**src/hw/rtl/protobuf_field_encoder_assert.svh**
```systemverilog
// ----------------------------------------------------------------------------
// Protobuf field encoder assertion macros
// Shorthand for the concurrent checks at the end of the top level.
// ----------------------------------------------------------------------------
`ifndef PROTOBUF_FIELD_ENCODER_ASSERT_SVH
`define PROTOBUF_FIELD_ENCODER_ASSERT_SVH

// The consequent must hold in the same cycle as the antecedent.
`define PBFE_ASSERT_SAME(label, clk, rst_n, ante, cons, msg) \
	label: assert property (@(posedge clk) disable iff (!rst_n) (ante) |-> (cons)) \
		else $error(msg);

// The consequent must hold in the cycle after the antecedent.
`define PBFE_ASSERT_NEXT(label, clk, rst_n, ante, cons, msg) \
	label: assert property (@(posedge clk) disable iff (!rst_n) (ante) |=> (cons)) \
		else $error(msg);

`endif

```
**src/hw/rtl/pbfe_pkg.sv**
```systemverilog
// ----------------------------------------------------------------------------
// Protobuf field encoder package
// Command codes, stage records and the varint encoding function.
// ----------------------------------------------------------------------------
`timescale 1ns / 1ps
`default_nettype none

package pbfe_pkg;

	typedef enum logic [3:0] {
		CMD_BOOL   = 4'd0,
		CMD_INT32  = 4'd1,
		CMD_UINT32 = 4'd2,
		CMD_INT64  = 4'd3,
		CMD_UINT64 = 4'd4,
		CMD_FLOAT  = 4'd5,
		CMD_DOUBLE = 4'd6,
		CMD_STRING = 4'd7,
		CMD_RAW    = 4'd8
	} cmd_t;

	typedef enum logic [2:0] {
		WIRE_VARINT  = 3'd0,
		WIRE_FIXED64 = 3'd1,
		WIRE_LENGTH  = 3'd2,
		WIRE_FIXED32 = 3'd5
	} wire_t;

	typedef enum logic [1:0] {
		PAY_VARINT = 2'd0,
		PAY_FIX4   = 2'd1,
		PAY_FIX8   = 2'd2,
		PAY_RAW    = 2'd3
	} pay_mode_t;

	localparam logic [7:0] CONT_BIT  = 8'h80;
	localparam int         MAX_BYTES = 15;

	// Decoded item after stage 1.
	typedef struct packed {
		logic        nul;
		logic        err;
		logic        has_tag;
		pay_mode_t   mode;
		logic [31:0] tag;
		logic [63:0] pay;
	} dec_t;

	// Varint encoding of up to 64 bits: ten bytes and a length of 1 to 10.
	typedef struct packed {
		logic [9:0][7:0] b;
		logic [3:0]      len;
	} vi_t;

	// Encoded tag and payload after stage 2.
	typedef struct packed {
		logic            nul;
		logic            err;
		logic [4:0][7:0] tag_b;
		logic [2:0]      tag_len;
		logic [9:0][7:0] pay_b;
		logic [3:0]      pay_len;
	} enc_t;

	// Packed byte string after stage 3; a length of zero drops the item.
	typedef struct packed {
		logic [MAX_BYTES-1:0][7:0] b;
		logic [3:0]                len;
		logic                      err;
	} pack_t;

	function automatic vi_t varint_enc(input logic [63:0] v);
		vi_t             r;
		logic [9:0][6:0] g;
		for (int i = 0; i < 9; i++) begin
			g[i] = v[7*i +: 7];
		end
		g[9] = {6'b0, v[63]};
		r.len = 4'd1;
		for (int i = 1; i < 10; i++) begin
			if (|g[i]) begin
				r.len = 4'(i + 1);
			end
		end
		for (int i = 0; i < 10; i++) begin
			r.b[i] = {1'b0, g[i]} | ((4'(i + 1) < r.len) ? CONT_BIT : 8'h00);
		end
		return r;
	endfunction

endpackage

`default_nettype wire

```
**src/hw/rtl/pbfe_decode.sv**
```systemverilog
// ----------------------------------------------------------------------------
// Protobuf field encoder decode stage
// Checks the command and size, extends the value and forms the tag word.
// ----------------------------------------------------------------------------
`timescale 1ns / 1ps
`default_nettype none

module pbfe_decode import pbfe_pkg::*; (
	input  wire logic        clk,
	input  wire logic        arst_n,
	input  wire logic        up_valid,
	output logic             up_stall,
	input  wire logic [3:0]  cmd,
	input  wire logic [28:0] field_number,
	input  wire logic [1:0]  src_size,
	input  wire logic [63:0] value,
	input  wire logic        is_null,
	output logic             dn_valid,
	input  wire logic        dn_stall,
	output dec_t             dn_data
);

	logic        v_s1;
	dec_t        d_s1;
	dec_t        d;
	logic [63:0] sx;
	logic [63:0] zx;
	wire_t       wt;

	always_comb begin
		case (src_size)
			2'd0: sx = {{56{value[7]}}, value[7:0]};
			2'd1: sx = {{48{value[15]}}, value[15:0]};
			2'd2: sx = {{32{value[31]}}, value[31:0]};
			default: sx = value;
		endcase
		case (src_size)
			2'd0: zx = {56'b0, value[7:0]};
			2'd1: zx = {48'b0, value[15:0]};
			2'd2: zx = {32'b0, value[31:0]};
			default: zx = value;
		endcase
	end

	always_comb begin
		d.nul     = is_null;
		d.err     = 1'b0;
		d.has_tag = 1'b1;
		d.mode    = PAY_VARINT;
		d.pay     = zx;
		wt        = WIRE_VARINT;
		unique case (cmd) inside
			CMD_BOOL: begin
				d.err = (src_size != 2'd0);
				d.pay = {63'b0, |value[7:0]};
			end
			CMD_INT32, CMD_UINT32: begin
				d.err = (src_size == 2'd3);
				d.pay = (cmd == CMD_INT32) ? {32'b0, sx[31:0]} : zx;
			end
			CMD_INT64: d.pay = sx;
			CMD_UINT64: d.pay = zx;
			CMD_FLOAT: begin
				wt     = WIRE_FIXED32;
				d.mode = PAY_FIX4;
				d.pay  = value;
			end
			CMD_DOUBLE: begin
				wt     = WIRE_FIXED64;
				d.mode = PAY_FIX8;
				d.pay  = value;
			end
			CMD_STRING: begin
				wt    = WIRE_LENGTH;
				d.err = |value[63:32];
				d.pay = value;
			end
			CMD_RAW: begin
				d.has_tag = 1'b0;
				d.mode    = PAY_RAW;
				d.pay     = value;
			end
			default: d.err = 1'b1;
		endcase
		d.tag = {field_number, wt};
	end

	assign up_stall = v_s1 & dn_stall;

	always_ff @(posedge clk or negedge arst_n) begin
		if (!arst_n) begin
			v_s1 <= 1'b0;
		end else if (!up_stall) begin
			v_s1 <= up_valid;
		end
	end

	always_ff @(posedge clk) begin
		if (!up_stall && up_valid) begin
			d_s1 <= d;
		end
	end

	assign dn_valid = v_s1;
	assign dn_data  = d_s1;

endmodule

`default_nettype wire

```
**src/hw/rtl/pbfe_varint.sv**
```systemverilog
// ----------------------------------------------------------------------------
// Protobuf field encoder varint stage
// Encodes the tag and the payload into byte groups with their lengths.
// ----------------------------------------------------------------------------
`timescale 1ns / 1ps
`default_nettype none

module pbfe_varint import pbfe_pkg::*; (
	input  wire logic clk,
	input  wire logic arst_n,
	input  wire logic up_valid,
	output logic      up_stall,
	input  wire dec_t up_data,
	output logic      dn_valid,
	input  wire logic dn_stall,
	output enc_t      dn_data
);

	logic v_s2;
	enc_t d_s2;
	enc_t e;
	vi_t  tv;
	vi_t  pv;

	always_comb begin
		tv        = varint_enc({32'b0, up_data.tag});
		pv        = varint_enc(up_data.pay);
		e.nul     = up_data.nul;
		e.err     = up_data.err;
		e.tag_b   = tv.b[4:0];
		e.tag_len = up_data.has_tag ? tv.len[2:0] : 3'd0;
		e.pay_b   = '0;
		e.pay_len = 4'd0;
		case (up_data.mode)
			PAY_VARINT: begin
				e.pay_b   = pv.b;
				e.pay_len = pv.len;
			end
			PAY_FIX4: begin
				for (int i = 0; i < 4; i++) begin
					e.pay_b[i] = up_data.pay[8*i +: 8];
				end
				e.pay_len = 4'd4;
			end
			PAY_FIX8: begin
				for (int i = 0; i < 8; i++) begin
					e.pay_b[i] = up_data.pay[8*i +: 8];
				end
				e.pay_len = 4'd8;
			end
			default: begin
				e.pay_b[0] = up_data.pay[7:0];
				e.pay_len  = 4'd1;
			end
		endcase
	end

	assign up_stall = v_s2 & dn_stall;

	always_ff @(posedge clk or negedge arst_n) begin
		if (!arst_n) begin
			v_s2 <= 1'b0;
		end else if (!up_stall) begin
			v_s2 <= up_valid;
		end
	end

	always_ff @(posedge clk) begin
		if (!up_stall && up_valid) begin
			d_s2 <= e;
		end
	end

	assign dn_valid = v_s2;
	assign dn_data  = d_s2;

endmodule

`default_nettype wire

```
**src/hw/rtl/pbfe_pack.sv**
```systemverilog
// ----------------------------------------------------------------------------
// Protobuf field encoder pack stage
// Joins tag and payload bytes into one byte string, or forms the error byte.
// ----------------------------------------------------------------------------
`timescale 1ns / 1ps
`default_nettype none

module pbfe_pack import pbfe_pkg::*; (
	input  wire logic clk,
	input  wire logic arst_n,
	input  wire logic up_valid,
	output logic      up_stall,
	input  wire enc_t up_data,
	output logic      dn_valid,
	input  wire logic dn_stall,
	output pack_t     dn_data
);

	logic                      v_s3;
	pack_t                     d_s3;
	pack_t                     p;
	logic [MAX_BYTES-1:0][7:0] pay_wide;
	logic [MAX_BYTES-1:0][7:0] pay_shift;

	always_comb begin
		pay_wide  = (8*MAX_BYTES)'(up_data.pay_b);
		pay_shift = pay_wide << {up_data.tag_len, 3'b000};
		p.b       = pay_shift;
		for (int j = 0; j < 5; j++) begin
			if (3'(j) < up_data.tag_len) begin
				p.b[j] = up_data.tag_b[j];
			end
		end
		p.len = {1'b0, up_data.tag_len} + up_data.pay_len;
		p.err = 1'b0;
		if (up_data.nul) begin
			p.len = 4'd0;
		end else if (up_data.err) begin
			p.b   = '0;
			p.len = 4'd1;
			p.err = 1'b1;
		end
	end

	assign up_stall = v_s3 & dn_stall;

	always_ff @(posedge clk or negedge arst_n) begin
		if (!arst_n) begin
			v_s3 <= 1'b0;
		end else if (!up_stall) begin
			v_s3 <= up_valid;
		end
	end

	always_ff @(posedge clk) begin
		if (!up_stall && up_valid) begin
			d_s3 <= p;
		end
	end

	assign dn_valid = v_s3;
	assign dn_data  = d_s3;

endmodule

`default_nettype wire

```
**src/hw/rtl/pbfe_serial.sv**
```systemverilog
// ----------------------------------------------------------------------------
// Protobuf field encoder serializer
// Shifts a byte string into the output register, one byte per unstalled cycle.
// ----------------------------------------------------------------------------
`timescale 1ns / 1ps
`default_nettype none

module pbfe_serial import pbfe_pkg::*; (
	input  wire logic        clk,
	input  wire logic        arst_n,
	input  wire logic        up_valid,
	output logic             up_stall,
	input  wire pack_t       up_data,
	output logic             out_valid,
	input  wire logic        out_stall,
	output logic [7:0]       out_byte,
	output logic             last,
	output logic             error
);

	logic [MAX_BYTES-1:0][7:0] buf_q;
	logic [3:0]                rem_q;
	logic                      err_q;
	logic                      valid_q;
	logic [7:0]                byte_q;
	logic                      last_q;
	logic                      error_q;
	logic                      free;
	logic                      emit;
	logic                      load;

	assign free     = !valid_q || !out_stall;
	assign emit     = (rem_q != 4'd0) && free;
	// A new string loads when the buffer is empty or its final byte leaves now.
	assign load     = up_valid && ((rem_q == 4'd0) || (emit && rem_q == 4'd1));
	assign up_stall = up_valid && !load;

	always_ff @(posedge clk or negedge arst_n) begin
		if (!arst_n) begin
			rem_q   <= 4'd0;
			valid_q <= 1'b0;
		end else begin
			if (load) begin
				rem_q <= up_data.len;
			end else if (emit) begin
				rem_q <= rem_q - 4'd1;
			end
			if (emit) begin
				valid_q <= 1'b1;
			end else if (!out_stall) begin
				valid_q <= 1'b0;
			end
		end
	end

	always_ff @(posedge clk) begin
		if (load) begin
			buf_q <= up_data.b;
			err_q <= up_data.err;
		end else if (emit) begin
			buf_q <= {8'h00, buf_q[MAX_BYTES-1:1]};
		end
		if (emit) begin
			byte_q  <= buf_q[0];
			last_q  <= (rem_q == 4'd1);
			error_q <= err_q;
		end
	end

	assign out_valid = valid_q;
	assign out_byte  = byte_q;
	assign last      = last_q;
	assign error     = error_q;

endmodule

`default_nettype wire

```
**src/hw/rtl/protobuf_field_encoder.sv**
```systemverilog
// ----------------------------------------------------------------------------
// Protobuf field encoder
// Turns one column value per transaction into protobuf wire-format bytes.
// ----------------------------------------------------------------------------
// Usage: the input channel (in_valid, in_stall) carries one column value per
// transaction: cmd, field_number, src_size, value and is_null. The output
// channel (out_valid, out_stall) carries one encoded byte per transaction,
// with last set on the final byte of an item and error set on the single
// zero byte that replaces a rejected item. A null item produces no output.
// Order: an item passes through the decode, varint, pack and serializer
// stages before its first byte appears on the output.
// Throughput: an item of 1 to 15 bytes occupies the byte-wide serializer
// until its final byte has left, and items follow each other without gaps,
// so while out_stall is low the sustained rate is one output byte per cycle.
// A null item takes a pipeline slot and a serializer load but makes no byte.
// Reset: arst_n clears every stage valid bit and the serializer count; the
// block accepts input as soon as reset is released.
// Stall: when out_stall holds the output register, the serializer holds its
// buffer, and backpressure reaches in_stall stage by stage, only where a
// stage still holds an item. No transaction is lost or repeated.
// ----------------------------------------------------------------------------
`timescale 1ns / 1ps
`default_nettype none

`include "protobuf_field_encoder_assert.svh"

module protobuf_field_encoder import pbfe_pkg::*; (
	input  wire logic        clk,
	input  wire logic        arst_n,
	input  wire logic        in_valid,
	output logic             in_stall,
	input  wire logic [3:0]  cmd,
	input  wire logic [28:0] field_number,
	input  wire logic [1:0]  src_size,
	input  wire logic [63:0] value,
	input  wire logic        is_null,
	output logic             out_valid,
	input  wire logic        out_stall,
	output logic [7:0]       out_byte,
	output logic             last,
	output logic             error
);

	// Stage handshakes: each of stages 1 to 3 stalls upstream only while it is
	// full and its own downstream neighbor stalls.
	logic  v_s1;
	logic  stall_s1;
	dec_t  d_s1;
	logic  v_s2;
	logic  stall_s2;
	enc_t  d_s2;
	logic  v_s3;
	logic  stall_s3;
	pack_t d_s3;

	// Stage 1 validates the command against the source size, sign- or
	// zero-extends the value and builds the 32-bit tag word.
	pbfe_decode u_decode (
		.clk          (clk),
		.arst_n       (arst_n),
		.up_valid     (in_valid),
		.up_stall     (in_stall),
		.cmd          (cmd),
		.field_number (field_number),
		.src_size     (src_size),
		.value        (value),
		.is_null      (is_null),
		.dn_valid     (v_s1),
		.dn_stall     (stall_s1),
		.dn_data      (d_s1)
	);

	// Stage 2 splits tag and payload into 7-bit groups with continuation
	// bits, or lays out the fixed-width little-endian bytes or the single raw byte.
	pbfe_varint u_varint (
		.clk      (clk),
		.arst_n   (arst_n),
		.up_valid (v_s1),
		.up_stall (stall_s1),
		.up_data  (d_s1),
		.dn_valid (v_s2),
		.dn_stall (stall_s2),
		.dn_data  (d_s2)
	);

	// Stage 3 places the payload right after the tag bytes, or forms the error byte.
	pbfe_pack u_pack (
		.clk      (clk),
		.arst_n   (arst_n),
		.up_valid (v_s2),
		.up_stall (stall_s2),
		.up_data  (d_s2),
		.dn_valid (v_s3),
		.dn_stall (stall_s3),
		.dn_data  (d_s3)
	);

	// The serializer hands out one byte per cycle while out_stall is low and
	// reloads on the cycle its final byte moves into the output register.
	pbfe_serial u_serial (
		.clk       (clk),
		.arst_n    (arst_n),
		.up_valid  (v_s3),
		.up_stall  (stall_s3),
		.up_data   (d_s3),
		.out_valid (out_valid),
		.out_stall (out_stall),
		.out_byte  (out_byte),
		.last      (last),
		.error     (error)
	);

	`PBFE_ASSERT_SAME(a_err_is_last, clk, arst_n, out_valid && error, last, "error byte without last")
	`PBFE_ASSERT_SAME(a_err_is_zero, clk, arst_n, out_valid && error, out_byte == 8'h00, "error byte not zero")
	`PBFE_ASSERT_SAME(a_stall_needs_s1, clk, arst_n, in_stall, v_s1 && stall_s1, "input stalled with stage 1 free")
	`PBFE_ASSERT_NEXT(a_s3_holds, clk, arst_n, v_s3 && stall_s3, v_s3, "stage 3 item dropped while stalled")

endmodule

`default_nettype wire

```
**config.mk**
```make
export PLATFORM = sky130hd
export DESIGN_NAME = protobuf_field_encoder
export DESIGN_NICKNAME = d
export VERILOG_FILES = /design/src/hw/rtl/pbfe_pkg.sv /design/src/hw/rtl/pbfe_decode.sv /design/src/hw/rtl/pbfe_varint.sv /design/src/hw/rtl/pbfe_pack.sv /design/src/hw/rtl/pbfe_serial.sv /design/src/hw/rtl/protobuf_field_encoder.sv
export VERILOG_INCLUDE_DIRS = /design/src /design/src/hw/rtl
export SDC_FILE = /design/constraint.sdc
export NUM_CORES = 1
export LEC_CHECK = 0
export ABC_AREA = 1
export BUFFER_PORTS_ARGS = -buffer_cell sky130_fd_sc_hd__buf_4
export CAP_MARGIN = 10
export CORE_UTILIZATION = 45
export CTS_CLUSTER_DIAMETER = 80
export DETAILED_ROUTE_END_ITERATION = 8
export PLACE_DENSITY_LB_ADDON = 0.05
export SLEW_MARGIN = 25
export SYNTH_ARGS = -nofsm -noshare
export SYNTH_HDL_FRONTEND = slang
export SYNTH_SLANG_ARGS = --single-unit
```
**constraint.sdc**
```tcl
create_clock -name clk -period 5.5 [get_ports clk]
set_clock_uncertainty 0.1 [all_clocks]
set_input_delay 0.55 -clock clk [delete_from_list [all_inputs] [get_ports clk]]
set_output_delay 0.55 -clock clk [all_outputs]
set_load 0.005 [all_outputs]
```
### After elaboration in Yosys (flattened, before gate mapping)

Cells that the tools add are included.

* register bits after elaboration: 494
* word-level logic and storage cells: 216
* input bits: 104

* eq/ne operators: 15
* $lt $le $gt $ge: 20
* reductions and logical operators: 41
* add/subtract/negate cells: 2
* bitwise operators: 18
* mux-type cells: 52
* shift operators: 1

Operators with widths (number)
* $pmux W64 S3: 2
* $mux W120: 3
* $pmux W64 S4: 1
* $mux W8: 20
* $mux W125: 1
* $shl A80 B6 Y120: 1
* $or A7 B8 Y8: 13
* $reduce_or A7 Y1: 11
* $mux W64: 1
* $pmux W32 S2: 1
* $mux W4: 13
* $pmux W24 S2: 1
* $pmux W12 S3: 1
* $reduce_or A32 Y1: 1
* $lt A3 B4 Y1 const A: 6
* $eq A4 B3 Y1 const B: 4
* $lt A2 B4 Y1 const A: 4
* $lt A4 B4 Y1 const A: 3
* $pmux W3 S3: 1
* $eq A4 B1 Y1 const B: 2
* $eq A4 B2 Y1 const B: 2
* $logic_not A4 Y1: 2
* $lt A1 B4 Y1 const A: 2
* $or A1 B8 Y8: 1
* 25 further kinds: 52

### Logic depth before layout (Yosys ltp)

Gate-level depths: netlist of the first run.

* depth in word-level cells: 14
* gate-level depth with buffers: 13

### Cells and area by module

From an unflattened synthesis of the first run, not the netlist that was laid out.

* cells, all modules: 2451
* area, all modules: 23321.1 um^2

Modules (own cells, without submodules)
* pbfe_pack: cells each 929, area each 7348.3 um^2, seq. area each 3778.6 um^2, instances 1
* pbfe_serial: cells each 562, area each 5801.8 um^2, seq. area each 4058.9 um^2, instances 1
* pbfe_decode: cells each 568, area each 5220.0 um^2, seq. area each 3057.9 um^2, instances 1
* pbfe_varint: cells each 392, area each 4951.0 um^2, seq. area each 3628.5 um^2, instances 1

### Worst setup path before layout of the first run

OpenSTA, ideal clock, no wires.

* kind: register to register
* start: reg u_serial.rem_q[1]
* end: reg u_decode.dn_data[0] (netlist name)
* slack: -544 ps
* data arrival time: 5381 ps
* cell stages (with the launch flop): 12
* data required time: 4838 ps
* path through: dfrtp_1 -> inv_1 -> ha_1 -> nor3b_2 -> nand2_1 -> nand2_1 -> nor2_1 -> inv_1 -> nor2_1 -> inv_1 -> nor2_1 -> nor2_1

* word-level cells in the longest chain between the ends: 12

RTL lines
* start: declaration: RTL line pbfe_serial.sv:22 `logic [3:0] rem_q;`
* start signal: assignment: RTL line pbfe_serial.sv:44 `rem_q <= up_data.len;`
* start signal: assignment: RTL line pbfe_serial.sv:46 `rem_q <= rem_q - 4'd1;`
* $reduce_bool A4 Y1: RTL line pbfe_serial.sv:33 `assign emit = (rem_q != 4'd0) && free;`
* $logic_and A1 B1 Y1: RTL line pbfe_serial.sv:33
* $logic_and A1 B1 Y1: RTL line pbfe_serial.sv:35 `assign load = up_valid && ((rem_q == 4'd0) || (emit && rem_q == 4'd1));`
* $logic_or A1 B1 Y1 *: RTL line pbfe_serial.sv:35
* $logic_and A1 B1 Y1 *: RTL line pbfe_serial.sv:35
* $logic_not A1 Y1 *: RTL line pbfe_serial.sv:36 `assign up_stall = up_valid && !load;`
* $logic_and A1 B1 Y1 *: RTL line pbfe_serial.sv:36
* $and A1 B1 Y1 *: RTL line pbfe_pack.sv:45 `assign up_stall = v_s3 & dn_stall;`
* $and A1 B1 Y1 *: RTL line pbfe_varint.sv:58 `assign up_stall = v_s2 & dn_stall;`
* $and A1 B1 Y1 *: RTL line pbfe_decode.sv:88 `assign up_stall = v_s1 & dn_stall;`
* via in_stall: RTL line protobuf_field_encoder.sv:31 `output logic in_stall,`
* $logic_not A1 Y1 *
* $logic_and A1 B1 Y1 *: RTL line pbfe_decode.sv:99 `if (!up_stall && up_valid) begin`

Mark *: on every way through the listed nets, which the timed path passes. The rest lies on a longest branch.
A chain may end at the register's enable or synchronous reset.

### Worst setup path in the final report of the first run

* start: reg u_serial.rem_q[1]
* end: reg u_varint.dn_data[13] (netlist name)

* word-level cells in the longest chain between the ends: 11

RTL lines
* $reduce_bool A4 Y1: RTL line pbfe_serial.sv:33
* $logic_and A1 B1 Y1: RTL line pbfe_serial.sv:33
* $logic_and A1 B1 Y1: RTL line pbfe_serial.sv:35
* $logic_or A1 B1 Y1 *: RTL line pbfe_serial.sv:35
* $logic_and A1 B1 Y1 *: RTL line pbfe_serial.sv:35
* $logic_not A1 Y1 *: RTL line pbfe_serial.sv:36
* $logic_and A1 B1 Y1 *: RTL line pbfe_serial.sv:36
* $and A1 B1 Y1 *: RTL line pbfe_pack.sv:45
* $and A1 B1 Y1 *: RTL line pbfe_varint.sv:58
* $logic_not A1 Y1 *
* $logic_and A1 B1 Y1 *: RTL line pbfe_varint.sv:69 `if (!up_stall && up_valid) begin`

Every way passes the cells marked *; elsewhere a longest branch is shown, timed or not.

==> key figures, run 1 <==
Run status
  • Status: complete, but fails checks
  • Failing checks: DRC

Worst setup path
  • CP startpoint kind: flop
  • R2R setup slack: 2.45 ns
  • Setup crit end: u_varint.dn_data[13]
  • CP Capture Type: flop
  • Worst setup startpoint: u_serial.rem_q[1]
  • Req. time, crit path: 5.65 ns
  • R2r startpoint: u_serial.rem_q[1]
  • Reg2reg end: u_varint.dn_data[13]
  • R2R depth: 12
  • Worst path arrival time: 3.20 ns
  • CP max FO: 72
  • Worst setup path class: flop to flop

Placed design
  • DP HPWL: 38800 um
  • Placed Area: 22800 sq um
  • Port buffer count: 115
  • Routability cong.: 0.890
  • Pre-CTS setup slack: 2.42 ns

Clocking
  • Num CTS Buffers: 52
  • CTS H-Tree Depth: 2
  • Count of clock tree sinks: 485
  • Clock Path Buffers: 3
  • CTS tree: built
  • CTS Root Cell: clkbuf_16
  • CTS resizes: 0
  • Reg clk slew, reported paths: 0.06 ns
  • Worst-Skew Late Latency: 0.59 ns

Floorplan
  • CORE AREA: 46700 sq um
  • Site Rows: 79
  • Die width: 220 um
  • Io pins: 116
  • Initial Util: 45.7%
  • Die H: 220 um
  • Die Area: 48300 sq um

Cells and area
  • Final nets: 2223
  • Cell area after layout: 24500 sq um
  • Final core occ: 52.5%
  • Antenna cell count: 0
  • Area growth syn-to-layout: 14.9%
  • Layout cells sized above 1: 11.3%

Detailed routing
  • Detailed Route Iter0 Violations: 1505
  • Wirelength, routed: 54400 um
  • Drc violations: 6
  • Routed wire per std cell: 19.8 um
  • Vias: 14600
  • Vias per std cell: 5.30
  • Pre-antenna DRT Iters: 7
  • DRT antenna net count: 0

Yosys
  • Synthesis Warnings: 0
  • Yosys cell types: 44
  • Seq/Total Area, Yosys: 68.1%
  • Async SR Flop Fraction: 1.65%
  • Mean Syn Cell Area: 10.6 sq um
  • Top_reg_cell synth: edfxtp_1
  • Synthesized instance count: 2019
  • Post-synthesis register bit count: 485
  • Post-Syn Area: 21300 sq um
  • EDFF count, synth: 477

GRT
  • Total track usage: 22.8%
  • Largest net degree at the start of global routing: 119
  • Initial antenna violation count: 0
  • First-pass GRT wire length: 82900 um
  • Vias in the first global route: 14100
  • Total gr overflow: 0

Power
  • Sw frac: 37.7%
  • Logic pwr share: 32.8%
  • Internal: 0.0103 W
  • Lkg Pwr: 9.99 nW
  • Share of power burned in registers: 45.8%
  • Maximum vdd drop: 416 uV
  • Psw: 0.00626 W
  • Clock Power Share: 21.4%
  • Pwr dens: 677 nW/um^2

STA
  • Slew Limit Fails: 0
  • Final setup viols: 0
  • Min Tclk post-route: 3.05 ns
  • FMAX: 0.328 GHz
  • RSZ-0062 raised after global routing: false
  • Setup tns final: 0 ns
  • Final worst-path cycle share: 55.5%
  • Worst Max-Slew Pin Slew: 1.03 ns
  • Max-slew headroom: 31.4%
  • Hold Violations, Final: 0
  • Final worst slack: 2.45 ns

Hold path
  • Hold Crit Class: input pin to flop

Run
  • Max Cap Viol: 0
area by class of cell:
cell class / instances / area (sq um)
repair buffers: 133 / 1050
inverters: 177 / 671
fillers: 4267 / 22100
multi-input cells: 1259 / 5770
clock buffers: 60 / 1370
flip-flops and latches: 485 / 14500
clock inverters: 34 / 358
well taps: 607 / 759
how the worst min path moves through the flow:
stage / slack (ns) / depth (start not counted) / startpoint / endpoint
after detailed placement: 0.28 / 1 / arst_n / u_serial.out_valid
after floorplan: 0.15 / 0 / arst_n / u_decode.dn_valid
after global routing: 0.008 / 1 / field_number[21] / u_decode.dn_data[88]
after global placement: 0.28 / 1 / arst_n / u_serial.out_valid
final: 0.03 / 1 / field_number[23] / u_decode.dn_data[90]
after CTS: 0.001 / 1 / field_number[23] / u_decode.dn_data[90]
layout by cell type (no fill, tap or decap), types with 3 or more instances in the layout:
cell and count:
clkbuf_16 53, clkinvlp_4 4, nor3_1 21, nor2_1 100, ha_1 10, o21ai_1 4
a221oi_1 3, nor2_2 5, inv_2 5, buf_4 128, inv_1 166, edfxtp_1 477
a22oi_1 3, o21ai_0 152, clkinv_2 14, o22ai_1 97, nand3_1 56, clkbuf_1 5
mux2i_1 8, a21oi_1 23, buf_12 4, dfrtp_1 8, a31oi_1 23, nor2_4 4
clkinv_1 10, xor2_1 3, o2111ai_1 3, o21a_1 3, nand2_1 694, nor4_1 13
nand4_1 12, bufinv_16 7
sequential cells by signal, summed over array words and instances, names as in the netlist:
| signal | count |
|---|---|
| u_varint.dn_valid | 1 |
| u_serial.out_valid | 1 |
| u_serial.buf_q | 120 |
| u_varint.dn_data | 120 |
| u_serial.rem_q | 4 |
| u_serial.out_byte | 8 |
| u_serial.last | 1 |
| u_decode.dn_data | 101 |
| u_serial.err_q | 1 |
| u_decode.dn_valid | 1 |
| u_serial.error | 1 |
| u_pack.dn_data | 125 |
| u_pack.dn_valid | 1 |
layer usage:
| layer | vias to the layer above | global-route usage [%] | part of all wire, % | wire length [um] |
|---|---|---|---|---|
| li1 | 7124 | - | - | - |
| met1 | 6961 | 33.5 | 47 | 25500 |
| met2 | 432 | 35.0 | 45 | 24500 |
| met3 | 97 | 3.15 | 5.4 | 2960 |
| met4 | 0 | 7.20 | 2.7 | 1490 |
| met5 | - | 0 | 0 | 0 |
synthesized netlist by cell type, drive strengths merged, types with 2 or more instances:
master | count | share of area (%)
a21oi | 23 | 0.54
a221oi | 3 | 0.12
a22oi | 3 | 0.11
a31oi | 23 | 0.67
buf | 23 | 0.59
clkbuf | 76 | 1.3
clkinv | 3 | 0.053
dfrtp | 8 | 0.94
edfxtp | 477 | 67
ha | 10 | 0.59
inv | 174 | 3.1
mux2i | 8 | 0.38
nand2 | 698 | 12
nand3 | 58 | 1.4
nand4 | 12 | 0.35
nor2 | 109 | 2.1
nor3 | 21 | 0.49
nor3b | 2 | 0.094
nor4 | 14 | 0.44
o2111ai | 3 | 0.12
o21a | 3 | 0.11
o21ai | 158 | 3.8
o21bai | 2 | 0.070
o22ai | 97 | 2.8
o31ai | 2 | 0.070
xor2 | 3 | 0.12
through the flow:
step	hold WS, ns	std cells	power, W
global placement	0.279	2660	0.0130
floorplan	0.154	2020	0.0110
detailed placement	0.282	2660	0.0131
CTS	0.00145	2755	0.0167
global route	0.00806	2755	0.0176
finish	0.0344	2755	0.0166
power groups by stage:
stage          Clock, W  Sequential (W)  Combinational [W]
2_1_floorplan         0         0.00745            0.00358
3_3_place_gp          0         0.00765            0.00540
3_5_place_dp          0         0.00768            0.00544
4_1_cts         0.00362         0.00763            0.00545
5_1_grt         0.00376         0.00777            0.00604
6_report        0.00355         0.00761            0.00544
critical path: stages, from the launching register on:
cell and delay, ns:
dfrtp_1 0.35, inv_1 0.12, ha_1 0.17, nor3b_2 0.17
nand2_1 0.07, nand2_1 0.13, nor2_1 0.06, inv_1 0.08
nor2_1 0.04, inv_1 0.09, nand2_1 0.15, inv_4 0.64
buf_4 0.46
cells by family (layout without fill, tap and decap cells):
family                     Yosys count  after routing  share of synthesized area (%)
and+or+nand+nor                    916            916                           17.2
buffers and inverters              276            404                           5.04
other                                1              2                         0.0176
xor gates and xnor gates             3              3                          0.123
DFF                                485            485                           68.1
adders and majority gates           11             11                          0.680
AOI/OAI and AO/OA                  319            319                           8.51
muxes                                8              8                          0.375
what timing repair did:
item                       in CTS  in global routing
setup endpoints to repair       0                  0
hold endpoints to repair        8                  0
setup buffers                   0                  0
hold buffers                    1                  0
Note: power is estimated with default switching activity, not from simulation.
==> run 2, diff against run 1 <==
--- a/config.mk
+++ b/config.mk
@@ -6,7 +6,7 @@
 export SDC_FILE = /design/constraint.sdc
 export NUM_CORES = 1
 export LEC_CHECK = 0
-export ABC_AREA = 1
+export ABC_AREA = 0
 export BUFFER_PORTS_ARGS = -buffer_cell sky130_fd_sc_hd__buf_4
 export CAP_MARGIN = 10
 export CORE_UTILIZATION = 45
==> constraint.sdc (replaced) <==
create_clock -name clk -period 2.6 [get_ports clk]
set_clock_uncertainty 0.1 [all_clocks]
set_input_delay 0.26 -clock clk [delete_from_list [all_inputs] [get_ports clk]]
set_output_delay 0.26 -clock clk [all_outputs]
set_load 0.005 [all_outputs]
==> run 2 against run 1 <==
- the flow now finishes without violations
- first-iteration DRC count decreased by 33%
- hold slack improved by 0.085 ns
- global-route usage increased by 0.28 points
- sequential cell count unchanged
- die area decreased by 0.27%
- sequential power increased by 80%
- non-clock buffer count increased by 182
- count of clock-buffer cells in the layout increased by 16
- sequential share of layout area decreased by 3.5 points
- synthesized cell count decreased by 15%
- highest routed layer unchanged
==> key figures, run 2 <==
Detailed routing
  • Vias: 13900 (-5.1%)
  • Pre-antenna DRT Iters: 5 (-2)
  • Wirelength, routed: 54600 um (+0.31%)
  • DRT antenna net count: 0 (unchanged)
  • Vias per std cell: 5.28 (-0.41%)
  • Drc violations: 0 (-6)
  • Routed wire per std cell: 20.8 um (+5.2%)
  • Detailed Route Iter0 Violations: 1008 (-33%)

Cells and area
  • Area growth syn-to-layout: 22.3%
  • Antenna cell count: 0 (unchanged)
  • Most frequent cells in the layout: edfxtp_1, nand2_1, buf_4, nor2_1, dlygate4sd3_1
  • Most common cell after layout, fill and taps aside: edfxtp_1
  • Filler Cells Inserted: 3924 (-8.0%)
  • Layout cells sized above 1: 16.4% (+5.1 points)
  • Final nets: 2090 (-6.0%)
  • Max FFs per register: 125 (unchanged)

GRT
  • First-pass GRT wire length: 82200 um (-0.80%)
  • Initial antenna violation count: 0 (unchanged)
  • Total gr overflow: 0 (unchanged)
  • Total track usage: 23.1% (+0.28 points)
  • Vias in the first global route: 13700 (-3.1%)
  • Largest net degree at the start of global routing: 64 (-46%)

STA
  • Slew Limit Fails: 0 (unchanged)
  • Hold Violations, Final: 0 (unchanged)
  • Min Tclk post-route: 2.42 ns (-0.633 ns)
  • Setup tns final: 0 ns (unchanged)
  • RSZ-0062 raised after global routing: false
  • Worst Max-Slew Pin Slew: 0.812 ns (-0.217 ns)
  • Final worst-path cycle share: 92.9% (+37 points)
  • Max-slew headroom: 45.3% (+14 points)
  • Final setup viols: 0 (unchanged)
  • FMAX: 0.414 GHz (+26%)

Run
  • Max Cap Viol: 0 (unchanged)

Yosys
  • Post-synth top cells: edfxtp_1, nand2_1, nor2_1
  • Post-Syn Area: 21300 sq um (-0.27%)
  • EDFF count, synth: 477 (unchanged)
  • Yosys cell types: 61 (+39%)
  • Post-Synth Adder-Cell Area: 0.682% (+0.0018 points)
  • Synthesized instance count: 1708 (-15%)
  • Mean Syn Cell Area: 12.5 sq um (+18%)
  • Largest family of logic cells by synthesized area: simple AND/OR/NAND/NOR gates
  • Largest cells by area after synthesis: edfxtp_1, nand2_1, mux2i_1
  • Seq/Total Area, Yosys: 68.2% (+0.18 points)
  • Top_reg_cell synth: edfxtp_1
  • XOR/XNOR Fraction of Synth Area: 0.206% (+0.083 points)
  • Most frequent cell after synthesis: edfxtp_1
  • Synthesis Warnings: 0 (unchanged)
  • Post-synthesis register bit count: 485 (unchanged)
  • Post-synthesis simple-gate area fraction: 14.2% (-3.0 points)
  • Synth top area share: 67.3% (+0.18 points)
  • Mux share of post-synthesis cell area: 5.46% (+5.1 points)
  • Leading area contributor after synthesis: edfxtp_1
  • Compound-gate portion of the synthesized area: 8.53% (+0.023 points)
  • Async SR Flop Fraction: 1.65% (unchanged)

Clocking
  • Post-CTS Setup Inserts: 0 (unchanged)
  • Worst-Skew Late Latency: 0.61 ns (+0.02 ns)
  • Num CTS Buffers: 52 (unchanged)
  • CTS tree: built
  • Clock Path Buffers: 3 (unchanged)
  • CTS H-Tree Depth: 2 (unchanged)
  • CTS Root Cell: clkbuf_16
  • CTS resizes: 0 (unchanged)
  • Reg clk slew, reported paths: 0.06 ns (about the same)
  • Count of clock tree sinks: 485 (unchanged)

Floorplan
  • Die H: 219 um (-0.13%)
  • Initial Util: 45.7% (about the same)
  • CORE AREA: 46600 sq um (-0.21%)
  • Die Area: 48200 sq um (-0.27%)
  • Io pins: 116 (unchanged)
  • Site Rows: 79 (unchanged)
  • Die width: 219 um (-0.13%)

Power
  • Pwr dens: 1130 nW/um^2 (+67%)
  • Lkg Pwr: 10.0 nW (+0.50%)
  • Logic pwr share: 29.0% (-3.8 points)
  • Psw: 0.00960 W (+53%)
  • Maximum vdd drop: 662 uV (+59%)
  • Internal: 0.0198 W (+92%)
  • Pwr Total: 0.0294 W (+77%)
  • Clock Power Share: 24.3% (+2.9 points)
  • Share of power burned in registers: 46.7% (+0.9 points)
  • Sw frac: 32.6% (-5.1 points)

Run status
  • Status: finished clean

Hold path
  • Hold Crit Class: input pin to flop

Placed design
  • DP HPWL: 39800 um (+2.7%)
  • Routability cong.: 0.878 (-1.3%)
  • Port buffer count: 115 (unchanged)

Worst setup path
  • CP cell instances: buf_12 > buf_4 > mux2i_1 > nand2_1 > o21ai_0 > a211oi_1
  • Crit path max-delay family: compound AO/OA/AOI/OAI gates
  • CP max stage cell: mux2i_1
  • CP startpoint kind: flop
  • Worst setup path class: flop to flop
  • Crit path buf inv count: 2 (-3)
  • Req. time, crit path: 2.80 ns (-2.85 ns)
  • Worst path max stage delay: 0.42 ns (-0.22 ns)
  • CP Capture Type: flop
  • CP max FO: 49 (-32%)
  • Worst path arrival time: 2.62 ns (-0.58 ns)
-- run 2: changes by cell type in the layout (fill, tap and decap cells not counted), sizes merged, moves of 66 or more --
cell,before,now
nand2,698,453
inv,175,17
o21ai,158,44
dlygate4sd3,1,104
o22ai,97,13
buf,132,211
mux2i,8,74
-- run 2: area by class of cell --
class	instances	area (sq um)	share of cell area, %
Sequential cell	485	14500	55.8
Clock buffer	76	1410	5.42
Tap cell	607	759	2.92
Clock inverter	22	244	0.937
Timing Repair Buffer	315	2800	10.8
Inverter	16	61.3	0.235
Multi-Input combinational cell	1105	6230	23.9
-- run 2: worst reg2reg max path, delay by kind of cell (launching register included) --
family                 cells  cell delay, ns
multiplexers               1            0.42
AND/OR/NAND/NOR            1            0.09
flip-flops                 1            0.37
AO/OA/AOI/OAI              2            0.56
buffers and inverters      2            0.57
-- run 2: power groups by stage --
stage	Clock, W	Combinational, W	Sequential (W)
after detailed placement	0	0.00841	0.0139
after CTS	0.00732	0.00856	0.0138
after global placement	0	0.00832	0.0139
after floorplan	0	0.00513	0.0134
after global routing	0.00762	0.00935	0.0140
final	0.00717	0.00854	0.0137
-- run 2: cell families (layout without fill, tap and decap cells) --
family,after synthesis,after routing
xor gates and xnor gates,5,5
buffers and inverters,119,429
AOI/OAI and AO/OA,263,263
and+or+nand+nor,713,713
muxes,111,111
other,1,2
adders and majority gates,11,11
DFF,485,485
-- run 2: path summary, 6_finish.rpt --
check	startpoint	endpoint	slack [ns]	cells past startpoint
setup / recovery	u_varint.dn_data[84]	u_pack.dn_data[80]	0.18	6
hold / removal	src_size[1]	u_decode.dn_data[99]	0.12	4
setup reg to reg	u_varint.dn_data[84]	u_pack.dn_data[80]	0.18	6
hold reg to reg	u_serial.err_q	u_serial.error	0.32	0
max in group asynchronous	arst_n	u_serial.out_valid	1.59	3
min in group asynchronous	arst_n	u_varint.dn_valid	0.54	3
-- run 2: repair_timing --
item                                    4_1_cts  5_1_grt
hold buffers                                104        0
endpoints found under the hold margin       109        0
endpoints found under the setup margin        0        0
-- run 2: per-layer routing --
layer	routed length (um)	vias up	global-route usage, %
met5	0	-	0
met4	1690	0	7.66
met3	2310	99	3.34
met2	24800	353	35.7
met1	25800	6688	33.4
li1	-	6733	-
-- run 2: stage by stage --
step,hold WS (ns),instances,worst slack (ns),utilization (%),instance area [sq um]
floorplan,-0.136,1709,0.0459,-,21300
global placement,-0.0170,2424,0.282,50.1,23300
detailed placement,-0.0143,2424,0.257,50.1,23300
CTS,0.100,2626,0.140,55.9,26000
global route,0.126,2626,0.0516,55.9,26000
finish,0.119,2626,0.183,55.9,26000
==> run 3, diff against run 2 <==
--- a/config.mk
+++ b/config.mk
@@ -6,13 +6,14 @@
 export SDC_FILE = /design/constraint.sdc
 export NUM_CORES = 1
 export LEC_CHECK = 0
-export ABC_AREA = 0
+export ABC_AREA = 1
 export BUFFER_PORTS_ARGS = -buffer_cell sky130_fd_sc_hd__buf_4
 export CAP_MARGIN = 10
-export CORE_UTILIZATION = 45
+export CORE_UTILIZATION = 46
 export CTS_CLUSTER_DIAMETER = 80
 export DETAILED_ROUTE_END_ITERATION = 8
 export PLACE_DENSITY_LB_ADDON = 0.05
+export REMOVE_ABC_BUFFERS = 1
 export SLEW_MARGIN = 25
 export SYNTH_ARGS = -nofsm -noshare
 export SYNTH_HDL_FRONTEND = slang
==> run 3 against run 2 <==
- first-iteration DRC count grew 53%
- hold slack lost 0.057 ns
- register-to-register slack is essentially flat
- utilization is 1.3 points higher
- sequential share of layout area decreased by 0.11 points
- count of clock-buffer cells in the layout fell by 9
- largest cell class unchanged
==> key figures, run 3 (synthesis gave the netlist of run 1 again) <==
Cells and area
  • Layout cells sized above 1: 13.0% (-3.4 points)
  • Most frequent cells in the layout: nand2_1, edfxtp_1, buf_4, inv_1, o21ai_0
  • Most common cell after layout, fill and taps aside: nand2_1
  • Antenna cell count: 0 (unchanged)
  • Final core occ: 57.2% (+1.3 points)
  • Max FFs per register: 125 (unchanged)
  • Area growth syn-to-layout: 22.2% (about the same)
  • Final nets: 2383 (+14%)
  • Final cell count without fillers: 2908 (+11%)

Floorplan
  • CORE AREA: 45600 sq um (-2.1%)
  • Site Rows: 78 (-1.3%)
  • Die width: 217 um (-0.95%)
  • Initial Util: 46.8% (+1.1 points)
  • Die H: 217 um (-0.95%)
  • Die Area: 47300 sq um (-1.9%)
  • Io pins: 116 (unchanged)

STA
  • Max-slew headroom: 45.8% (+0.52 points)
  • Final worst slack: 0.136 ns (-0.0470 ns)
  • Slew Limit Fails: 0 (unchanged)
  • Final worst-path cycle share: 94.8% (+1.8 points)
  • RSZ-0062 raised after global routing: false
  • Hold Slack: 0.0618 ns (-0.0571 ns)
  • Hold Violations, Final: 0 (unchanged)
  • Min Tclk post-route: 2.46 ns (+0.0470 ns)
  • Final setup viols: 0 (unchanged)
  • Worst Max-Slew Pin Slew: 0.806 ns (-0.00661 ns)
  • FMAX: 0.406 GHz (-1.9%)

Worst setup path
  • CP startpoint kind: flop
  • Req. time, crit path: 2.24 ns (-0.56 ns)
  • Worst path arrival time: 2.10 ns (-0.52 ns)
  • CP Capture Type: output port
  • CP max FO: 4 (-92%)
  • R2R setup slack: 0.18 ns (about the same)
  • Worst setup path class: flop to output port

Placed design
  • Placed cells: 2716 (+12%)
  • DP HPWL: 41200 um (+3.4%)
  • Pre-CTS setup slack: 0.180 ns (-0.0772 ns)
  • Routability cong.: 0.900 (+2.5%)
  • Port buffer count: 115 (unchanged)

Power
  • Pwr Total: 0.0360 W (+22%)
  • Lkg Pwr: 10.7 nW (+6.8%)
  • Maximum vdd drop: 811 uV (+22%)
  • Pwr dens: 1380 nW/um^2 (+22%)

Detailed routing
  • DRT antenna net count: 0 (unchanged)
  • Vias: 15300 (+10%)
  • Pre-antenna DRT Iters: 7 (+2)
  • Detailed Route Iter0 Violations: 1545 (+53%)
  • Drc violations: 0 (unchanged)
  • Vias per std cell: 5.26 (-0.45%)
  • Wirelength, routed: 56800 um (+4.1%)
  • Routed wire per std cell: 19.5 um (-6.0%)

Run
  • Max Cap Viol: 0 (unchanged)

Clocking
  • Count of clock tree sinks: 485 (unchanged)
  • CTS H-Tree Depth: 2 (unchanged)
  • Worst-Skew Late Latency: 0.60 ns (about the same)
  • Reg clk slew, reported paths: 0.06 ns (about the same)
  • Clock Path Buffers: 3 (unchanged)
  • CTS tree: built
  • Num CTS Buffers: 50 (-3.8%)
  • CTS Root Cell: clkbuf_16

Run status
  • Status: finished clean

GRT
  • Initial antenna violation count: 0 (unchanged)
  • Total track usage: 24.5% (+1.5 points)
  • First-pass GRT wire length: 87700 um (+6.6%)
  • Largest net degree at the start of global routing: 121 (+89%)
  • Vias in the first global route: 15100 (+11%)
  • Total gr overflow: 0 (unchanged)

Hold path
  • Hold Crit Class: input pin to flop
-- run 3: changes by cell type in the layout (fill, tap and decap cells not counted), moves of 49 or more --
cell and change:
a22o_1 -51, inv_1 +149, mux2i_1 -66, nand2_1 +241, nand3_1 +49, o21ai_0 +111, o22ai_1 +84
-- run 3: worst paths after layout --
kind	endpoint	cells past startpoint	start
setup / recovery	in_stall	10	u_serial.rem_q[0]
hold / removal	u_decode.dn_data[66]	4	cmd[1]
setup reg to reg	u_varint.dn_data[102]	7	u_decode.dn_data[88]
hold reg to reg	u_serial.out_byte[4]	0	u_serial.buf_q[4]
max in group asynchronous	u_varint.dn_valid	3	arst_n
min in group asynchronous	u_serial.rem_q[0]	3	arst_n
-- run 3: routing by layer --
metal,part of all wire (%),track usage (%),wire length [um],up-vias
met2,46,39.1,26200,496
met4,1.9,5.89,1090,0
met3,5.4,3.82,3060,69
met5,0,0,0,-
met1,47,35.3,26400,7274
li1,-,-,-,7455
-- run 3: power by group --
group,switching [W],internal (W)
combinational,0.00880,0.00407
sequential,0.00165,0.0144
clock,0.00293,0.00421
total,0.0134,0.0227
-- run 3: worst max-delay path: stages (launching register included) --
cell and delay, ns:
dfrtp_1 0.40, ha_1 0.20, nor3b_2 0.16, nand2_1 0.07, nand2_2 0.09, nor2_4 0.12, inv_2 0.06, nor2_4 0.10
inv_2 0.07, nor2_4 0.11, buf_4 0.14
-- run 3: metrics by stage --
step | cell area (sq um) | setup TNS [ns]
detailed placement | 23400 | 0
finish | 26100 | 0
global placement | 23400 | 0
floorplan | 20900 | -1671.48
global route | 26100 | 0
CTS | 26100 | 0
-- run 3: final cells by class --
type | count | area (sq um)
well taps | 600 | 751
repair buffers | 295 | 2710
fillers | 3874 | 19500
clock inverters | 25 | 297
clock buffers | 67 | 1340
inverters | 177 | 671
flip-flops and latches | 485 | 14500
multi-input cells | 1259 | 5790
-- run 3: repair_timing --
item | 4_1_cts | 5_1_grt
resized for setup | 6 | 4
pin swaps | 2 | 2
setup endpoints to repair | 1 | 1
endpoints found under the hold margin | 106 | 0
setup buffers | 0 | 1
hold buffers | 99 | 0
